===== src/slh_pkg.sv =====
package slh_pkg;

    localparam int MAX_BINS    = 32;
    localparam int COUNT_WIDTH = 16;
    localparam int STORE_DEPTH = MAX_BINS + 2;

    localparam int SAMPLE_W    = 24;
    localparam int NBINS_W     = 6;
    localparam int CFG_INDEX_W = 2;
    localparam int CFG_DATA_W  = 24;
    localparam int OUT_INDEX_W = 6;
    localparam int OUT_COUNT_W = 16;

    localparam int BIN_W  = $clog2(STORE_DEPTH);
    localparam int N_W    = $clog2(MAX_BINS + 1);
    localparam int PROD_W = SAMPLE_W + N_W;
    localparam int STEP_W = $clog2(N_W + 1);

    localparam int QUEUE_DEPTH = 2;
    localparam int QPTR_W      = $clog2(QUEUE_DEPTH);
    localparam int QCNT_W      = $clog2(QUEUE_DEPTH + 1);

    typedef enum logic [CFG_INDEX_W-1:0] {
        CFG_LOW_EDGE,
        CFG_HIGH_EDGE,
        CFG_BINS_IN_USE
    } cfg_reg_t;

    typedef struct packed {
        logic                       func;
        logic signed [SAMPLE_W-1:0] sample;
        logic                       block_start;
    } cmd_t;

    typedef struct packed {
        logic [OUT_INDEX_W-1:0] bin_index;
        logic [OUT_COUNT_W-1:0] bin_count;
        logic                   last;
    } result_t;

    typedef enum logic [1:0] {
        OP_DIRECT,
        OP_DIVIDE,
        OP_DUMP
    } op_t;

    typedef struct packed {
        op_t                 op;
        logic                clear;
        logic [BIN_W-1:0]    bin;
        logic [SAMPLE_W-1:0] off;
        logic [SAMPLE_W-1:0] span;
        logic [N_W-1:0]      n;
    } item_t;

    typedef enum logic [2:0] {
        S_IDLE,
        S_MUL,
        S_DIV,
        S_READ,
        S_WRITE,
        S_DREAD,
        S_DOUT
    } back_state_t;

    function automatic logic [OUT_COUNT_W-1:0] out_count(input logic [COUNT_WIDTH-1:0] c);
        if ((COUNT_WIDTH > OUT_COUNT_W) && ((c >> OUT_COUNT_W) != '0))
            return '1;
        else
            return OUT_COUNT_W'(c);
    endfunction

endpackage


===== src/slh_ram.sv =====
module slh_ram #(
    parameter int WIDTH = 16,
    parameter int DEPTH = 34
) (
    input  logic                     clk,
    input  logic                     we,
    input  logic [$clog2(DEPTH)-1:0] waddr,
    input  logic [WIDTH-1:0]         wdata,
    input  logic                     re,
    input  logic [$clog2(DEPTH)-1:0] raddr,
    output logic [WIDTH-1:0]         rdata
);

    logic [WIDTH-1:0] mem [DEPTH];

    always_ff @(posedge clk)
    begin
        if (we)
        begin
            mem[waddr] <= wdata;
        end
        if (re)
        begin
            rdata <= mem[raddr];
        end
    end

endmodule


===== src/slh_front.sv =====
module slh_front import slh_pkg::*; (
    input  logic                   clk,
    input  logic                   rst_n,
    input  logic                   cfg_we,
    input  logic [CFG_INDEX_W-1:0] cfg_index,
    input  logic [CFG_DATA_W-1:0]  cfg_data,
    input  logic                   start,
    input  cmd_t                   cmd,
    input  logic                   full,
    output logic                   busy,
    output logic                   push,
    output item_t                  push_item
);

    logic signed [SAMPLE_W-1:0] low_reg;
    logic signed [SAMPLE_W-1:0] high_reg;
    logic [NBINS_W-1:0]         bins_reg;

    logic [N_W-1:0]      n_eff;
    logic [SAMPLE_W:0]   off_full;
    logic [SAMPLE_W:0]   span_full;

    always_ff @(posedge clk or negedge rst_n)
    begin
        if (!rst_n)
        begin
            low_reg  <= {1'b1, {(SAMPLE_W-1){1'b0}}};
            high_reg <= {1'b0, {(SAMPLE_W-1){1'b1}}};
            bins_reg <= NBINS_W'(MAX_BINS);
        end
        else if (cfg_we)
        begin
            unique case (cfg_index)
                CFG_LOW_EDGE:    low_reg  <= cfg_data[SAMPLE_W-1:0];
                CFG_HIGH_EDGE:   high_reg <= cfg_data[SAMPLE_W-1:0];
                CFG_BINS_IN_USE: bins_reg <= cfg_data[NBINS_W-1:0];
                default:         ;
            endcase
        end
    end

    // clamp the bin count into 1..MAX_BINS
    always_comb
    begin
        if (bins_reg == '0)
            n_eff = N_W'(1);
        else if (bins_reg > NBINS_W'(MAX_BINS))
            n_eff = N_W'(MAX_BINS);
        else
            n_eff = N_W'(bins_reg);
    end

    assign off_full  = {cmd.sample[SAMPLE_W-1], cmd.sample} - {low_reg[SAMPLE_W-1], low_reg};
    assign span_full = {high_reg[SAMPLE_W-1], high_reg} - {low_reg[SAMPLE_W-1], low_reg};

    assign busy = full;
    assign push = start && !full;

    always_comb
    begin
        push_item.clear = !cmd.func && cmd.block_start;
        push_item.off   = off_full[SAMPLE_W-1:0];
        push_item.span  = span_full[SAMPLE_W-1:0];
        push_item.n     = n_eff;
        push_item.bin   = '0;
        if (cmd.func)
        begin
            push_item.op = OP_DUMP;
        end
        else if (cmd.sample < low_reg)
        begin
            push_item.op = OP_DIRECT;
        end
        else if (cmd.sample > high_reg)
        begin
            push_item.op  = OP_DIRECT;
            push_item.bin = BIN_W'(n_eff) + BIN_W'(1);
        end
        else if (high_reg == low_reg)
        begin
            push_item.op  = OP_DIRECT;
            push_item.bin = BIN_W'(1);
        end
        else
        begin
            push_item.op = OP_DIVIDE;
        end
    end

endmodule


===== src/slh_queue.sv =====
module slh_queue import slh_pkg::*; (
    input  logic  clk,
    input  logic  rst_n,
    input  logic  push,
    input  item_t push_item,
    output logic  full,
    input  logic  pop,
    output item_t head,
    output logic  empty
);

    item_t             mem_reg [QUEUE_DEPTH];
    logic [QPTR_W-1:0] wr_ptr_reg;
    logic [QPTR_W-1:0] rd_ptr_reg;
    logic [QCNT_W-1:0] count_reg;

    assign full  = (count_reg == QCNT_W'(QUEUE_DEPTH));
    assign empty = (count_reg == '0);
    assign head  = mem_reg[rd_ptr_reg];

    always_ff @(posedge clk)
    begin
        if (push)
        begin
            mem_reg[wr_ptr_reg] <= push_item;
        end
    end

    always_ff @(posedge clk or negedge rst_n)
    begin
        if (!rst_n)
        begin
            wr_ptr_reg <= '0;
            rd_ptr_reg <= '0;
            count_reg  <= '0;
        end
        else
        begin
            if (push)
            begin
                wr_ptr_reg <= wr_ptr_reg + QPTR_W'(1);
            end
            if (pop)
            begin
                rd_ptr_reg <= rd_ptr_reg + QPTR_W'(1);
            end
            if (push && !pop)
            begin
                count_reg <= count_reg + QCNT_W'(1);
            end
            else if (pop && !push)
            begin
                count_reg <= count_reg - QCNT_W'(1);
            end
        end
    end

endmodule


===== src/slh_back.sv =====
module slh_back import slh_pkg::*; (
    input  logic    clk,
    input  logic    rst_n,
    input  item_t   head,
    input  logic    empty,
    output logic    pop,
    output logic    strobe,
    output result_t result
);

    back_state_t state_reg, state_next;

    item_t              item_reg, item_next;
    logic [PROD_W-1:0]  rem_reg, rem_next;
    logic [N_W-1:0]     q_reg, q_next;
    logic [STEP_W-1:0]  step_reg, step_next;
    logic [BIN_W-1:0]   bin_reg, bin_next;
    logic               valid_reg [STORE_DEPTH];
    logic               valid_next [STORE_DEPTH];
    logic               strobe_reg, strobe_next;
    result_t            result_reg, result_next;

    logic [PROD_W:0]          trial;
    logic [N_W-1:0]           q_shift;
    logic [N_W:0]             q_plus;
    logic                     dump_last;
    logic [COUNT_WIDTH-1:0]   old_count;

    logic                     ram_we;
    logic                     ram_re;
    logic [COUNT_WIDTH-1:0]   ram_wdata;
    logic [COUNT_WIDTH-1:0]   ram_rdata;

    slh_ram #(
        .WIDTH(COUNT_WIDTH),
        .DEPTH(STORE_DEPTH)
    ) u_slh_ram (
        .clk   (clk),
        .we    (ram_we),
        .waddr (bin_reg),
        .wdata (ram_wdata),
        .re    (ram_re),
        .raddr (bin_reg),
        .rdata (ram_rdata)
    );

    // one restoring step, quotient bit MSB first
    assign trial   = {1'b0, rem_reg} - {1'b0, PROD_W'(item_reg.span) << step_reg};
    assign q_shift = (q_reg << 1) | N_W'(!trial[PROD_W]);
    assign q_plus  = (N_W+1)'(q_shift) + (N_W+1)'(1);

    assign dump_last = (bin_reg == BIN_W'(item_reg.n) + BIN_W'(1));
    assign old_count = valid_reg[bin_reg] ? ram_rdata : '0;
    assign ram_wdata = (old_count == '1) ? old_count : old_count + COUNT_WIDTH'(1);

    assign strobe = strobe_reg;
    assign result = result_reg;

    always_comb
    begin
        state_next = state_reg;
        unique case (state_reg)
            S_IDLE:
            begin
                if (!empty)
                begin
                    unique case (head.op)
                        OP_DUMP:   state_next = S_DREAD;
                        OP_DIVIDE: state_next = S_MUL;
                        default:   state_next = S_READ;
                    endcase
                end
            end
            S_MUL:   state_next = S_DIV;
            S_DIV:   state_next = (step_reg == '0) ? S_READ : S_DIV;
            S_READ:  state_next = S_WRITE;
            S_WRITE: state_next = S_IDLE;
            S_DREAD: state_next = S_DOUT;
            S_DOUT:  state_next = dump_last ? S_IDLE : S_DREAD;
            default: state_next = S_IDLE;
        endcase
    end

    always_comb
    begin
        item_next   = item_reg;
        rem_next    = rem_reg;
        q_next      = q_reg;
        step_next   = step_reg;
        bin_next    = bin_reg;
        valid_next  = valid_reg;
        strobe_next = 1'b0;
        result_next = result_reg;
        pop         = 1'b0;
        ram_re      = 1'b0;
        ram_we      = 1'b0;
        unique case (state_reg)
            S_IDLE:
            begin
                if (!empty)
                begin
                    pop       = 1'b1;
                    item_next = head;
                    bin_next  = (head.op == OP_DUMP) ? '0 : head.bin;
                    // drop the whole store at once
                    if (head.clear)
                    begin
                        valid_next = '{default: 1'b0};
                    end
                end
            end
            S_MUL:
            begin
                rem_next  = PROD_W'(item_reg.off) * PROD_W'(item_reg.n);
                q_next    = '0;
                step_next = STEP_W'(N_W - 1);
            end
            S_DIV:
            begin
                if (!trial[PROD_W])
                begin
                    rem_next = trial[PROD_W-1:0];
                end
                q_next    = q_shift;
                step_next = step_reg - STEP_W'(1);
                if (step_reg == '0)
                begin
                    bin_next = (q_plus > (N_W+1)'(item_reg.n)) ? BIN_W'(item_reg.n)
                                                               : BIN_W'(q_plus);
                end
            end
            S_READ:
            begin
                ram_re = 1'b1;
            end
            S_WRITE:
            begin
                ram_we              = 1'b1;
                valid_next[bin_reg] = 1'b1;
            end
            S_DREAD:
            begin
                ram_re = 1'b1;
            end
            S_DOUT:
            begin
                strobe_next           = 1'b1;
                result_next.bin_index = OUT_INDEX_W'(bin_reg);
                result_next.bin_count = out_count(old_count);
                result_next.last      = dump_last;
                bin_next              = bin_reg + BIN_W'(1);
            end
            default: ;
        endcase
    end

    always_ff @(posedge clk or negedge rst_n)
    begin
        if (!rst_n)
        begin
            state_reg  <= S_IDLE;
            valid_reg  <= '{default: 1'b0};
            strobe_reg <= 1'b0;
        end
        else
        begin
            state_reg  <= state_next;
            valid_reg  <= valid_next;
            strobe_reg <= strobe_next;
        end
    end

    always_ff @(posedge clk)
    begin
        item_reg   <= item_next;
        rem_reg    <= rem_next;
        q_reg      <= q_next;
        step_reg   <= step_next;
        bin_reg    <= bin_next;
        result_reg <= result_next;
    end

endmodule


===== src/sample_level_histogram.sv =====
// Counting a sample holds the back end through pop, multiply, a 6-step divide,
// then a read and a write of the counter RAM; a sample off the edges, or with
// equal edges, skips the multiply and divide. A dump emits each word by a RAM
// read, then the output register, and gives clamped bins_in_use+2 words.
// A 2-entry queue takes start while the back end works; busy means it is full.
// Reset clears all counters at once and loads the edge and bin-count defaults.
module sample_level_histogram import slh_pkg::*; (
    input  logic                   clk,
    input  logic                   rst_n,
    input  logic                   cfg_we,
    input  logic [CFG_INDEX_W-1:0] cfg_index,
    input  logic [CFG_DATA_W-1:0]  cfg_data,
    input  logic                   start,
    input  cmd_t                   cmd,
    output logic                   busy,
    output logic                   strobe,
    output result_t                result
);

    logic  push;
    item_t push_item;
    logic  full;
    logic  pop;
    item_t head;
    logic  empty;

    slh_front u_slh_front (
        .clk       (clk),
        .rst_n     (rst_n),
        .cfg_we    (cfg_we),
        .cfg_index (cfg_index),
        .cfg_data  (cfg_data),
        .start     (start),
        .cmd       (cmd),
        .full      (full),
        .busy      (busy),
        .push      (push),
        .push_item (push_item)
    );

    slh_queue u_slh_queue (
        .clk       (clk),
        .rst_n     (rst_n),
        .push      (push),
        .push_item (push_item),
        .full      (full),
        .pop       (pop),
        .head      (head),
        .empty     (empty)
    );

    slh_back u_slh_back (
        .clk    (clk),
        .rst_n  (rst_n),
        .head   (head),
        .empty  (empty),
        .pop    (pop),
        .strobe (strobe),
        .result (result)
    );

endmodule


===== config.mk =====
export PLATFORM = sky130hd
export DESIGN_NAME = sample_level_histogram
export DESIGN_NICKNAME = d
export VERILOG_FILES = /design/src/slh_pkg.sv /design/src/slh_ram.sv /design/src/slh_front.sv /design/src/slh_queue.sv /design/src/slh_back.sv /design/src/sample_level_histogram.sv
export SDC_FILE = /design/constraint.sdc
export NUM_CORES = 1
export LEC_CHECK = 0
export BUFFER_PORTS_ARGS = -buffer_cell sky130_fd_sc_hd__clkbuf_2
export CORE_MARGIN = 2
export CORE_UTILIZATION = 25
export DETAILED_ROUTE_END_ITERATION = 12
export GPL_TIMING_DRIVEN = 0
export HOLD_SLACK_MARGIN = 0.1
export PLACE_DENSITY_LB_ADDON = 0.08
export SLEW_MARGIN = 20
export SYNTH_ARGS = -nofsm -noshare
export SYNTH_HDL_FRONTEND = slang
export SYNTH_SLANG_ARGS = --single-unit

===== constraint.sdc =====
create_clock -name clk -period 13.8 [get_ports clk]
set_input_delay 1.38 -clock clk [delete_from_list [all_inputs] [get_ports clk]]
set_output_delay 1.38 -clock clk [all_outputs]
set_load 0.03 [all_outputs]

==> results of run 1 <==
==> metal layers <==
layer / GRT usage / vias to the layer above
met5: 0 / -
met4: 0.05012 / 4
met3: 0.02400 / 182
met2: 0.2946 / 533
met1: 0.2170 / 14254
li1: - / 12948
==> cell families after synthesis <==
| family | share of synthesized area |
|---|---|
| fa+ha+maj | 0.08665 |
| flops | 0.6111 |
| simple gates | 0.08405 |
| mux | 0.04657 |
| buf+inv | 0.03034 |
| compound gates | 0.1184 |
| xor+xnor | 0.02288 |
==> power by group through the flow <==
stage	sequential, mW	clock [mW]	combinational, mW
finish	4.05	2.84	7.90
global route	4.10	3.01	8.92
CTS	4.06	2.93	8.13
detailed placement	4.12	0	8.09
global placement	4.17	0	7.94
floorplan	4.02	0	5.24
==> worst paths after layout <==
path	start	endpoint	slack (ps)	depth (start not counted)
worst min register to register	u_slh_back.valid_reg[29]	u_slh_back.valid_reg[29]	470	1
worst min-delay path	u_slh_back.valid_reg[29]	u_slh_back.valid_reg[29]	470	1
max in group asynchronous	rst_n	u_slh_back.valid_reg[0]	12500	2
min in group asynchronous	rst_n	u_slh_front.low_reg[17]	640	1
worst max register to register	u_slh_back.step_reg[1]	u_slh_back.bin_reg[4]	6600	27
worst max-delay path	u_slh_back.step_reg[1]	u_slh_back.bin_reg[4]	6600	27
==> layout by cell type, fill, tap and decap left out, types with 30 or more instances in the layout <==
cell type / instances
edfxtp_1: 807
nor2b_1: 43
a31oi_1: 35
mux2_2: 106
nand3_1: 58
ha_1: 155
nor2_4: 34
nand2b_1: 34
nor2_1: 106
o21ai_0: 135
xor2_1: 37
mux2i_1: 50
fa_1: 92
nand2_1: 276
inv_1: 192
a22oi_1: 196
a221oi_1: 37
a21o_1: 77
clkbuf_1: 120
clkbuf_16: 106
dfrtp_1: 71
and2_1: 36
clkbuf_2: 87
nor3_1: 30
xnor2_1: 66
nand4_1: 63
a22o_1: 32
a21oi_1: 129
==> final cells by class <==
class | count | share of cell area
multi-input cells | 2052 | 0.3086
plain buffers | 148 | 0.01154
well taps | 2325 | 0.05576
clock inverters | 62 | 0.01182
diodes | 1 | 0.00004797
inverters | 195 | 0.01403
repair buffers | 144 | 0.03206
clock buffers | 135 | 0.05504
flip-flops and latches | 903 | 0.5111
==> out/results.tsv, run 1 <==
stage	metric	value	unit
timing	Slew Limit Fails	0	
placed_design	placed cells	5767	
critical_path	Critical Path Source Type	register	
flow_run	Max Cap Viol	0	
logic_synthesis	Synth area leader	edfxtp_1	
critical_path	Largest delay share family, worst path	buffers and inverters	
clock_tree	Max clock buf depth	3	
drt	Top Metal Used	met5	
logic_synthesis	synthesized cell area	43630	µm²
logic_synthesis	Post-synth EDFFs	807	
logic_synthesis	post-synthesis sequential area ratio	0.6111	
clock_tree	CTS tree	yes	
global_route	number of global-route vias before repair	29160	
critical_path	crit-path max FO	11	
logic_synthesis	count of different cell masters after synthesis	78	
layout	Cell Count, Final, Fillers Out	5965	
power_and_ir_drop	switching power	6.453	mW
global_route	largest net degree at the start of global routing	51	
layout	fin util	0.3005	
timing	final period utilization	0.5220	
placed_design	Final HPWL DP	108900	µm
layout	Final Cell Area	52170	µm²
logic_synthesis	Synth top area share	0.5554	
floorplanning	die area	177900	µm²
power_and_ir_drop	Final Power	14.79	mW
floorplanning	die width	421.8	µm
timing	Slew Limit Headroom	0.1959	
timing	Fin. Hold Viols	0	
power_and_ir_drop	switching share of power	0.4364	
critical_path	CP required	14260	ps
floorplanning	Die H	421.8	µm
logic_synthesis	Synth Flop Type	edfxtp_1	
power_and_ir_drop	Power per Cell Area	283.4	nW/µm²
critical_path	CP max stage cell	buf_1	
drt	Via density	4.681	
logic_synthesis	cells after synthesis	3298	
power_and_ir_drop	Clock Power Share	0.192	
placed_design	I/O Buffers	80	
timing	Hold Slack	470.8	ps
timing	min Tclk post-route	7204	ps
placed_design	placer congestion estimate	0.7841	
drt	drt wl/cell	25.29	µm
timing	Final Skew	58.52	ps
layout	FF/Latch Area	26670	µm²
global_route	global-route wire length before repair	217200	µm
drt	met2 WL post-DR	75520	µm
critical_path	critical path data arrival time	7670	ps
placed_design	pre-CTS setup slack	6523	ps
drt	Met3 Routed Length	5408	µm
critical_path	Top cell by count, worst path	nand3_1	
logic_synthesis	top post-synthesis cells by area	edfxtp_1 56%, ha_1 4.4%, fa_1 4.2%	
drt	Routed met1 length	65360	µm
logic_synthesis	synth warn	0	
power_and_ir_drop	Flop pwr share	0.274	
floorplanning	Rows	153	
global_route	GRT Residual Overflow	0	
logic_synthesis	Synth Register Bits	903	
clock_tree	Resized Gates After CTS	0	
clock_tree	CTS Buf Count	106	
global_route	GRT Total Usage	0.1692	
clock_tree	setup bufs post-CTS	0	
logic_synthesis	syn_nets	3601	
layout	Total Nets Final	3853	
placed_design	placed standard-cell area	48680	µm²
layout	layout cells sized above 1	0.1511	
logic_synthesis	share of synthesized registers carrying an async set or reset	0.1063	
timing	slew of the pin with the lowest slew margin	1206	ps
logic_synthesis	most common cell in the netlist	edfxtp_1	
timing	Final setup violation count	0	
critical_path	crit end category	register	
timing	Fmax achieved	138.8	MHz
timing	fin worst setup slack	6596	ps
clock_tree	clock latency at the later pin of the worst-skew pair	750	ps
drt	DRT iter0 DRCs	2013	
drt	DRC violations left	0	
power_and_ir_drop	Comb power frac	0.534	
global_route	initial antenna violation count	10	
power_and_ir_drop	Int Power	8.333	mW
floorplanning	I/O pin count	81	
drt	final wirelength	150900	µm
timing	RSZ-0062 raised after global routing	no	
layout	filler instances	17611	
layout	area grow syn2layout	19.56	%
drt	Vias	27921	
clock_tree	Clock transition at path regs	60	ps
status	status	finished, final reports clean	
layout	max reg flops	544	
logic_synthesis	top post-synthesis cells by count	807 x edfxtp_1, 276 x nand2_1, 196 x a22oi_1, 193 x inv_1, 155 x ha_1	
critical_path	WP buf/inv	6	
layout	combined area of the multi-input logic cells	16100	µm²
clock_tree	Sink Count	903	
worst_hold_path	Min-Delay Path Class	reg -> reg	
clock_tree	H-Tree Depth	3	
critical_path	Worst path max stage delay	520	ps
power_and_ir_drop	Lkg Pwr	19.46	nW
clock_tree	clk root buf	clkbuf_16	
drt	Post-DRT Antenna Nets	0	
power_and_ir_drop	Worst VDD drop	0.1770	mV
drt	First-pass DRT Iterations	5	
floorplanning	Core Box Area	173600	µm²
logic_synthesis	Synth Area per Inst	13.23	µm²
critical_path	Setup Crit Path Kind	reg -> reg	
clock_tree	hold buffers post-CTS	0	
timing	final setup TNS	0	ps
floorplanning	Starting Density	0.2513	
Note: power is estimated with default switching activity, not from simulation.
==> run 2: changes to the inputs <==
--- a/config.mk
+++ b/config.mk
@@ -5,6 +5,7 @@
 export SDC_FILE = /design/constraint.sdc
 export NUM_CORES = 1
 export LEC_CHECK = 0
+export ABC_AREA = 1
 export BUFFER_PORTS_ARGS = -buffer_cell sky130_fd_sc_hd__clkbuf_2
 export CORE_MARGIN = 2
 export CORE_UTILIZATION = 25
==> constraint.sdc (replaced) <==
create_clock -name clk -period 7.5 [get_ports clk]
set_input_delay 0.75 -clock clk [delete_from_list [all_inputs] [get_ports clk]]
set_output_delay 0.75 -clock clk [all_outputs]
set_load 0.03 [all_outputs]
==> out/results.tsv, run 2 <==
stage	metric	value	unit	change
layout	area grow syn2layout	17.94	%	was 19.56%
critical_path	Top cell by count, worst path	nand2_1		was nand3_1
global_route	global-route wire length before repair	232500	µm	was 217,200 µm
clock_tree	Clock transition at path regs	60	ps	about the same
clock_tree	CTS Buf Count	107		was 106
critical_path	crit-path max FO	10		was 11
critical_path	Largest delay share family, worst path	adder cells		was buffers and inverters
floorplanning	Starting Density	0.2509		was 0.2513
logic_synthesis	Synth area leader	edfxtp_1		unchanged
global_route	largest net degree at the start of global routing	70		was 51
drt	met2 WL post-DR	67820	µm	was 75,520 µm
critical_path	Critical Path Source Type	register		unchanged
logic_synthesis	post-synthesis sequential area ratio	0.5969		was 0.6111
floorplanning	die area	182100	µm²	was 177,900 µm²
drt	final wirelength	163800	µm	was 150,900 µm
layout	most common cell after layout, fill and taps aside	nand2_1		was edfxtp_1
placed_design	I/O Buffers	80		unchanged
global_route	GRT Total Usage	0.1786		was 0.1692
floorplanning	Core Box Area	178000	µm²	was 173,600 µm²
timing	slew of the pin with the lowest slew margin	1190	ps	was 1206 ps
drt	Vias	31492		was 27.92k
logic_synthesis	synthesized cell area	44670	µm²	was 43,630 µm²
critical_path	CP cell instances	clkbuf_1 > buf_1 > nand2_1 > fa_1 > inv_1 > fa_1 > fa_1 > ha_1 > nand2_1 > a31oi_1 > nor2_1 > o21ai_0 > nand2_1 > nand2_1 > inv_1 > o21ai_0 > nand2_1 > nand3_1 > nand2_1		
drt	Routed met1 length	83130	µm	was 65,360 µm
drt	DRT iter0 DRCs	2526		was 2,013
layout	most frequent cells in the layout	1,141 x nand2_1, 807 x edfxtp_1, 413 x inv_1, 254 x o21ai_0, 204 x a21oi_1		was 807 x edfxtp_1, 276 x nand2_1, 196 x a22oi_1, 192 x inv_1, 155 x ha_1
drt	drt wl/cell	23.89	µm	was 25.29 µm
drt	Via density	4.593		was 4.681
clock_tree	clock latency at the later pin of the worst-skew pair	740	ps	was 750 ps
drt	Top Metal Used	met4		was met5
critical_path	critical path data arrival time	6310	ps	was 7670 ps
global_route	GRT Residual Overflow	0		unchanged
timing	RSZ-0062 raised after global routing	no		unchanged
logic_synthesis	share of synthesized registers carrying an async set or reset	0.1063		unchanged
timing	final period utilization	0.7817		was 0.5220
logic_synthesis	cells after synthesis	4178		was 3,298
logic_synthesis	syn_nets	4481		was 3,601
critical_path	Worst path max stage delay	810	ps	was 520 ps
drt	First-pass DRT Iterations	6		was 5
drt	DRC violations left	0		unchanged
timing	Final Skew	38.27	ps	was 58.52 ps
floorplanning	die width	426.7	µm	was 421.8 µm
clock_tree	Sink Count	903		unchanged
critical_path	reg2reg setup slack	1640	ps	was 6600 ps
flow_run	Max Cap Viol	0		unchanged
logic_synthesis	Post-synth EDFFs	807		unchanged
logic_synthesis	Synth Area per Inst	10.69	µm²	was 13.23 µm²
timing	Final setup violation count	0		unchanged
clock_tree	setup bufs post-CTS	0		unchanged
logic_synthesis	Synth top area share	0.5424		was 0.5554
timing	Slew Limit Headroom	0.2065		was 0.1959
floorplanning	I/O pin count	81		unchanged
placed_design	Final HPWL DP	119800	µm	was 108,900 µm
logic_synthesis	top post-synthesis cells by count	1,145 x nand2_1, 807 x edfxtp_1, 413 x inv_1, 254 x o21ai_0, 221 x nor2_1		was 807 x edfxtp_1, 276 x nand2_1, 196 x a22oi_1, 193 x inv_1, 155 x ha_1
placed_design	placer congestion estimate	0.8285		was 0.7841
layout	Total Nets Final	4712		was 3,853
logic_synthesis	Synth Register Bits	903		unchanged
logic_synthesis	Synth Flop Type	edfxtp_1		unchanged
drt	Met3 Routed Length	9201	µm	was 5408 µm
floorplanning	Die H	426.7	µm	was 421.8 µm
clock_tree	CTS tree	yes		unchanged
critical_path	CP required	7950	ps	was 14,260 ps
layout	layout cells sized above 1	0.1012		was 0.1511
layout	max reg flops	544		unchanged
clock_tree	Max clock buf depth	3		unchanged
logic_synthesis	synth warn	0		unchanged
critical_path	crit end category	register		unchanged
drt	Post-DRT Antenna Nets	0		unchanged
clock_tree	clk root buf	clkbuf_16		unchanged
critical_path	Setup Crit Path Kind	reg -> reg		unchanged
floorplanning	Rows	155		was 153
logic_synthesis	most common cell in the netlist	nand2_1		was edfxtp_1
timing	Slew Limit Fails	0		unchanged
timing	final setup TNS	0	ps	unchanged
critical_path	CP max stage cell	clkbuf_1		was buf_1
timing	Fmax achieved	170.6	MHz	was 138.8 MHz
timing	min Tclk post-route	5863	ps	was 7204 ps
critical_path	WP buf/inv	4		was 6
status	status	finished, final reports clean		unchanged
timing	Fin. Hold Viols	0		unchanged
logic_synthesis	top post-synthesis cells by area	edfxtp_1 54%, nand2_1 9.6%, ha_1 4.3%		was edfxtp_1 56%, ha_1 4.4%, fa_1 4.2%
worst_hold_path	Min-Delay Path Class	in -> reg		was reg -> reg
global_route	number of global-route vias before repair	31275		was 29.16k
logic_synthesis	count of different cell masters after synthesis	60		was 78
clock_tree	H-Tree Depth	3		unchanged
layout	filler instances	18497		was 17.61k
global_route	initial antenna violation count	7		was 10
run 2: repair_timing:
item,4_1_cts,5_1_grt
hold buffers,1,0
hold endpoints to repair,15,0
resized for setup,0,0
run 2: worst register-to-register path, stage by stage, from the launching register on:
cell and delay, ps:
edfxtp_1 410, clkbuf_1 810, buf_1 480, nand2_1 150, fa_1 550, inv_1 50
fa_1 460, fa_1 500, ha_1 360, nand2_1 130, a31oi_1 190, nor2_1 80
o21ai_0 480, nand2_1 100, nand2_1 200, inv_1 60, o21ai_0 280, nand2_1 90
nand3_1 140, nand2_1 90
run 2: path summary, 6_finish.rpt:
kind                                       endpoint                   start  depth (start not counted)
setup / recovery             u_slh_back.rem_reg[14]  u_slh_back.item_reg[2]                         19
hold / removal             u_slh_front.high_reg[14]            cfg_data[14]                          3
hold reg to reg               u_slh_back.result[20]   u_slh_back.bin_reg[3]                          0
min in group asynchronous   u_slh_front.low_reg[18]                   rst_n                          2
setup reg to reg             u_slh_back.rem_reg[14]  u_slh_back.item_reg[2]                         19
max in group asynchronous   u_slh_back.valid_reg[7]                   rst_n                          3
run 2: kinds of logic (layout without fill, tap and decap cells):
group / count (synthesis) / after routing / synth area share
mux: 1 / 1 / 0.0002241
buf+inv: 571 / 889 / 0.04969
other cells: 0 / 5 / 0
xor+xnor: 71 / 71 / 0.01392
flops: 903 / 903 / 0.5969
compound gates: 727 / 727 / 0.09817
simple gates: 1658 / 1658 / 0.1564
fa+ha+maj: 247 / 247 / 0.08464
run 2: area by class of cell:
type	instances	area (µm²)	share of cell area
flip-flops and latches	903	26670	0.5061
diodes	5	12.51	0.0002375
multi-input cells	2704	16110	0.3057
plain buffers	144	625.6	0.01187
clock buffers	132	2781	0.05279
repair buffers	122	1370	0.02600
inverters	427	1603	0.03042
clock inverters	64	579.3	0.01099
well taps	2355	2947	0.05592
run 2: per-stage QoR:
step,hold WS [ps],setup WS (ps),cell area [µm²],instances,utilization
floorplan,420.6,3216,44670,4178,-
global placement,444.7,1196,48020,6613,0.2697
detailed placement,437.8,1575,49290,6654,0.2769
CTS,203.3,1561,52660,6851,0.2958
global route,245.9,1200,52680,6852,0.2959
finish,260.6,1637,52690,6856,0.2960
run 2: metal layers:
metal | up-vias | GRT usage
met4 | 0 | 0.04689
met1 | 15587 | 0.2723
li1 | 14997 | -
met3 | 176 | 0.03116
met5 | - | 0
met2 | 732 | 0.2573
Power of run 2 is not shown: default switching activity piles up to over one toggle a cycle in this logic, so the estimate is an artifact.
==> run 3: changes to the inputs <==
==> constraint.sdc (replaced) <==
create_clock -name clk -period 5.6 [get_ports clk]
set_input_delay 0.56 -clock clk [delete_from_list [all_inputs] [get_ports clk]]
set_output_delay 0.56 -clock clk [all_outputs]
set_load 0.03 [all_outputs]
==> out/results.tsv, run 3 (synthesis results as in run 2) <==
stage	metric	value	unit	change
drt	Post-DRT Antenna Nets	0		unchanged
floorplanning	I/O pin count	81		unchanged
timing	final setup TNS	0	ps	unchanged
drt	Vias	31568		was 31.49k
timing	min Tclk post-route	5245	ps	was 5863 ps
flow_run	Max Cap Viol	0		unchanged
layout	layout cells sized above 1	0.1064		was 0.1012
clock_tree	CTS tree	yes		unchanged
drt	DRC violations left	0		unchanged
floorplanning	Starting Density	0.2509		unchanged
clock_tree	Sink Count	903		unchanged
clock_tree	Clock transition at path regs	70	ps	was 60 ps
global_route	largest net degree at the start of global routing	70		unchanged
critical_path	WP buf/inv	5		was 4
drt	Top Metal Used	met4		unchanged
layout	most common cell after layout, fill and taps aside	nand2_1		unchanged
floorplanning	die area	182100	µm²	unchanged
drt	First-pass DRT Iterations	5		was 6
timing	Fmax achieved	190.6	MHz	was 170.6 MHz
critical_path	Top cell by count, worst path	fa_1		was nand2_1
floorplanning	Core Box Area	178000	µm²	unchanged
critical_path	crit end category	register		unchanged
drt	Routed met1 length	83600	µm	was 83,130 µm
layout	max reg flops	544		unchanged
critical_path	CP max stage cell	clkbuf_1		unchanged
critical_path	RR Startpoint	u_slh_back.item_reg[0]		was u_slh_back.item_reg[2]
placed_design	placer congestion estimate	0.8285		unchanged
drt	drt wl/cell	23.87	µm	was 23.89 µm
clock_tree	CTS Buf Count	107		unchanged
drt	Met3 Routed Length	8868	µm	was 9201 µm
critical_path	Setup crit start	u_slh_back.item_reg[0]		was u_slh_back.item_reg[2]
worst_hold_path	Min-Delay Path Class	in -> reg		unchanged
clock_tree	clk root buf	clkbuf_16		unchanged
global_route	initial antenna violation count	8		was 7
timing	Slew Limit Headroom	0.1825		was 0.2065
layout	filler instances	18474		was 18.50k
drt	DRT iter0 DRCs	2508		was 2,526
drt	met2 WL post-DR	68190	µm	was 67,820 µm
layout	fin util	0.2977		was 0.2960
timing	Fin. Hold Viols	0		unchanged
global_route	number of global-route vias before repair	31314		was 31.28k
global_route	GRT Residual Overflow	0		unchanged
critical_path	CP cell instances	clkbuf_2 > clkbuf_1 > nand2_1 > fa_1 > inv_1 > fa_1 > fa_1 > ha_1 > clkbuf_1 > a21oi_1 > inv_1 > a31oi_1 > o21ai_0 > a21oi_1 > nand3_1 > o21ai_0 > nand2_1		was clkbuf_1 > buf_1 > nand2_1 > fa_1 > inv_1 > fa_1 > fa_1 > ha_1 > nand2_1 > a31oi_1 > nor2_1 > o21ai_0 > nand2_1 > nand2_1 > inv_1 > o21ai_0 > nand2_1 > nand3_1 > nand2_1
critical_path	Worst path max stage delay	540	ps	was 810 ps
timing	Slew Limit Fails	0		unchanged
critical_path	critical path data arrival time	5710	ps	was 6310 ps
global_route	global-route wire length before repair	233000	µm	was 232,500 µm
layout	most frequent cells in the layout	1,140 x nand2_1, 807 x edfxtp_1, 413 x inv_1, 244 x o21ai_0, 203 x a21oi_1		was 1,141 x nand2_1, 807 x edfxtp_1, 413 x inv_1, 254 x o21ai_0, 204 x a21oi_1
clock_tree	Max clock buf depth	3		unchanged
timing	Final Skew	36.30	ps	was 38.27 ps
clock_tree	H-Tree Depth	3		unchanged
drt	Via density	4.590		was 4.593
drt	final wirelength	164200	µm	was 163,800 µm
floorplanning	Die H	426.7	µm	unchanged
critical_path	Critical Path Source Type	register		unchanged
floorplanning	Rows	155		unchanged
timing	Hold Slack	137.0	ps	was 260.6 ps
timing	Final setup violation count	0		unchanged
clock_tree	clock latency at the later pin of the worst-skew pair	740	ps	about the same
floorplanning	die width	426.7	µm	unchanged
critical_path	crit-path max FO	10		unchanged
critical_path	Largest delay share family, worst path	adder cells		unchanged
critical_path	CP required	6060	ps	was 7950 ps
layout	area grow syn2layout	18.63	%	was 17.94%
placed_design	I/O Buffers	80		unchanged
worst_hold_path	startpoint of the worst hold path	cfg_data[0]		was cfg_data[14]
global_route	GRT Total Usage	0.1789		was 0.1786
layout	Total Nets Final	4736		was 4,712
status	status	finished, final reports clean		unchanged
timing	RSZ-0062 raised after global routing	no		unchanged
timing	slew of the pin with the lowest slew margin	1226	ps	was 1190 ps
timing	final period utilization	0.9367		was 0.7817
placed_design	Final HPWL DP	119800	µm	unchanged
critical_path	Setup Crit Path Kind	reg -> reg		unchanged
-- run 3: cell types whose count changed in the layout (fill, tap and decap cells not counted), moves of 6 or more --
| cell | before | now |
|---|---|---|
| o21ai_0 | 254 | 244 |
| dlygate4sd3_1 | 1 | 19 |
| buf_4 | 7 | 13 |
| clkbuf_2 | 85 | 94 |
| clkbuf_1 | 109 | 98 |
| o21ai_1 | 7 | 15 |
-- run 3: path summary, 6_finish.rpt --
kind / to / slack, ps / depth (start not counted)
setup / recovery: u_slh_back.rem_reg[27] / 350 / 17
setup reg to reg: u_slh_back.rem_reg[27] / 350 / 17
min in group asynchronous: u_slh_front.low_reg[22] / 320 / 2
hold / removal: u_slh_front.high_reg[0] / 140 / 3
hold reg to reg: u_slh_back.result[20] / 450 / 0
max in group asynchronous: u_slh_back.valid_reg[7] / 4520 / 3
-- run 3: routing by layer --
layer / up-vias / global-route usage
met4: 0 / 0.04607
met3: 170 / 0.03088
met5: - / 0
met2: 702 / 0.2585
met1: 15659 / 0.2728
li1: 15037 / -
-- run 3: timing repair --
| action | 4_1_cts | 5_1_grt |
|---|---|---|
| buffers inserted | 3 | 6 |
| hold buffers | 19 | 0 |
| pin swaps | 0 | 1 |
| endpoints found under the hold margin | 80 | 0 |
| resized for setup | 4 | 29 |
| setup endpoints to repair | 9 | 13 |
-- run 3: through the flow --
stage          cells  worst slack [ps]  area (µm²)
4_1_cts         6869             44.12       52870
3_3_place_gp    6613            -647.6       48020
5_1_grt         6876             19.97       52990
3_5_place_dp    6654            -325.3       49290
6_report        6877             354.5       53000
2_1_floorplan   4178              1316       44670
-- run 3: worst register-to-register path: stages, from the launching register on --
cell      delay (ps)
edfxtp_1         480
clkbuf_2         420
clkbuf_1         560
nand2_1          150
fa_1             510
inv_1             50
fa_1             490
fa_1             510
ha_1             300
clkbuf_1         180
a21oi_1          160
inv_1             80
a31oi_1          250
o21ai_0          110
a21oi_1          170
nand3_1          150
o21ai_0          350
nand2_1           90
-- run 3: area by class of cell --
class | count | area [µm²] | area share
flip-flops and latches | 903 | 26670 | 0.5032
clock inverters | 64 | 579.3 | 0.01093
multi-input cells | 2704 | 16130 | 0.3044
plain buffers | 141 | 628.1 | 0.01185
repair buffers | 149 | 1655 | 0.03123
clock buffers | 132 | 2781 | 0.05248
well taps | 2355 | 2947 | 0.05560
diodes | 2 | 5.005 | 0.00009444
inverters | 427 | 1603 | 0.03024
Power of run 3 is left out for the same reason.
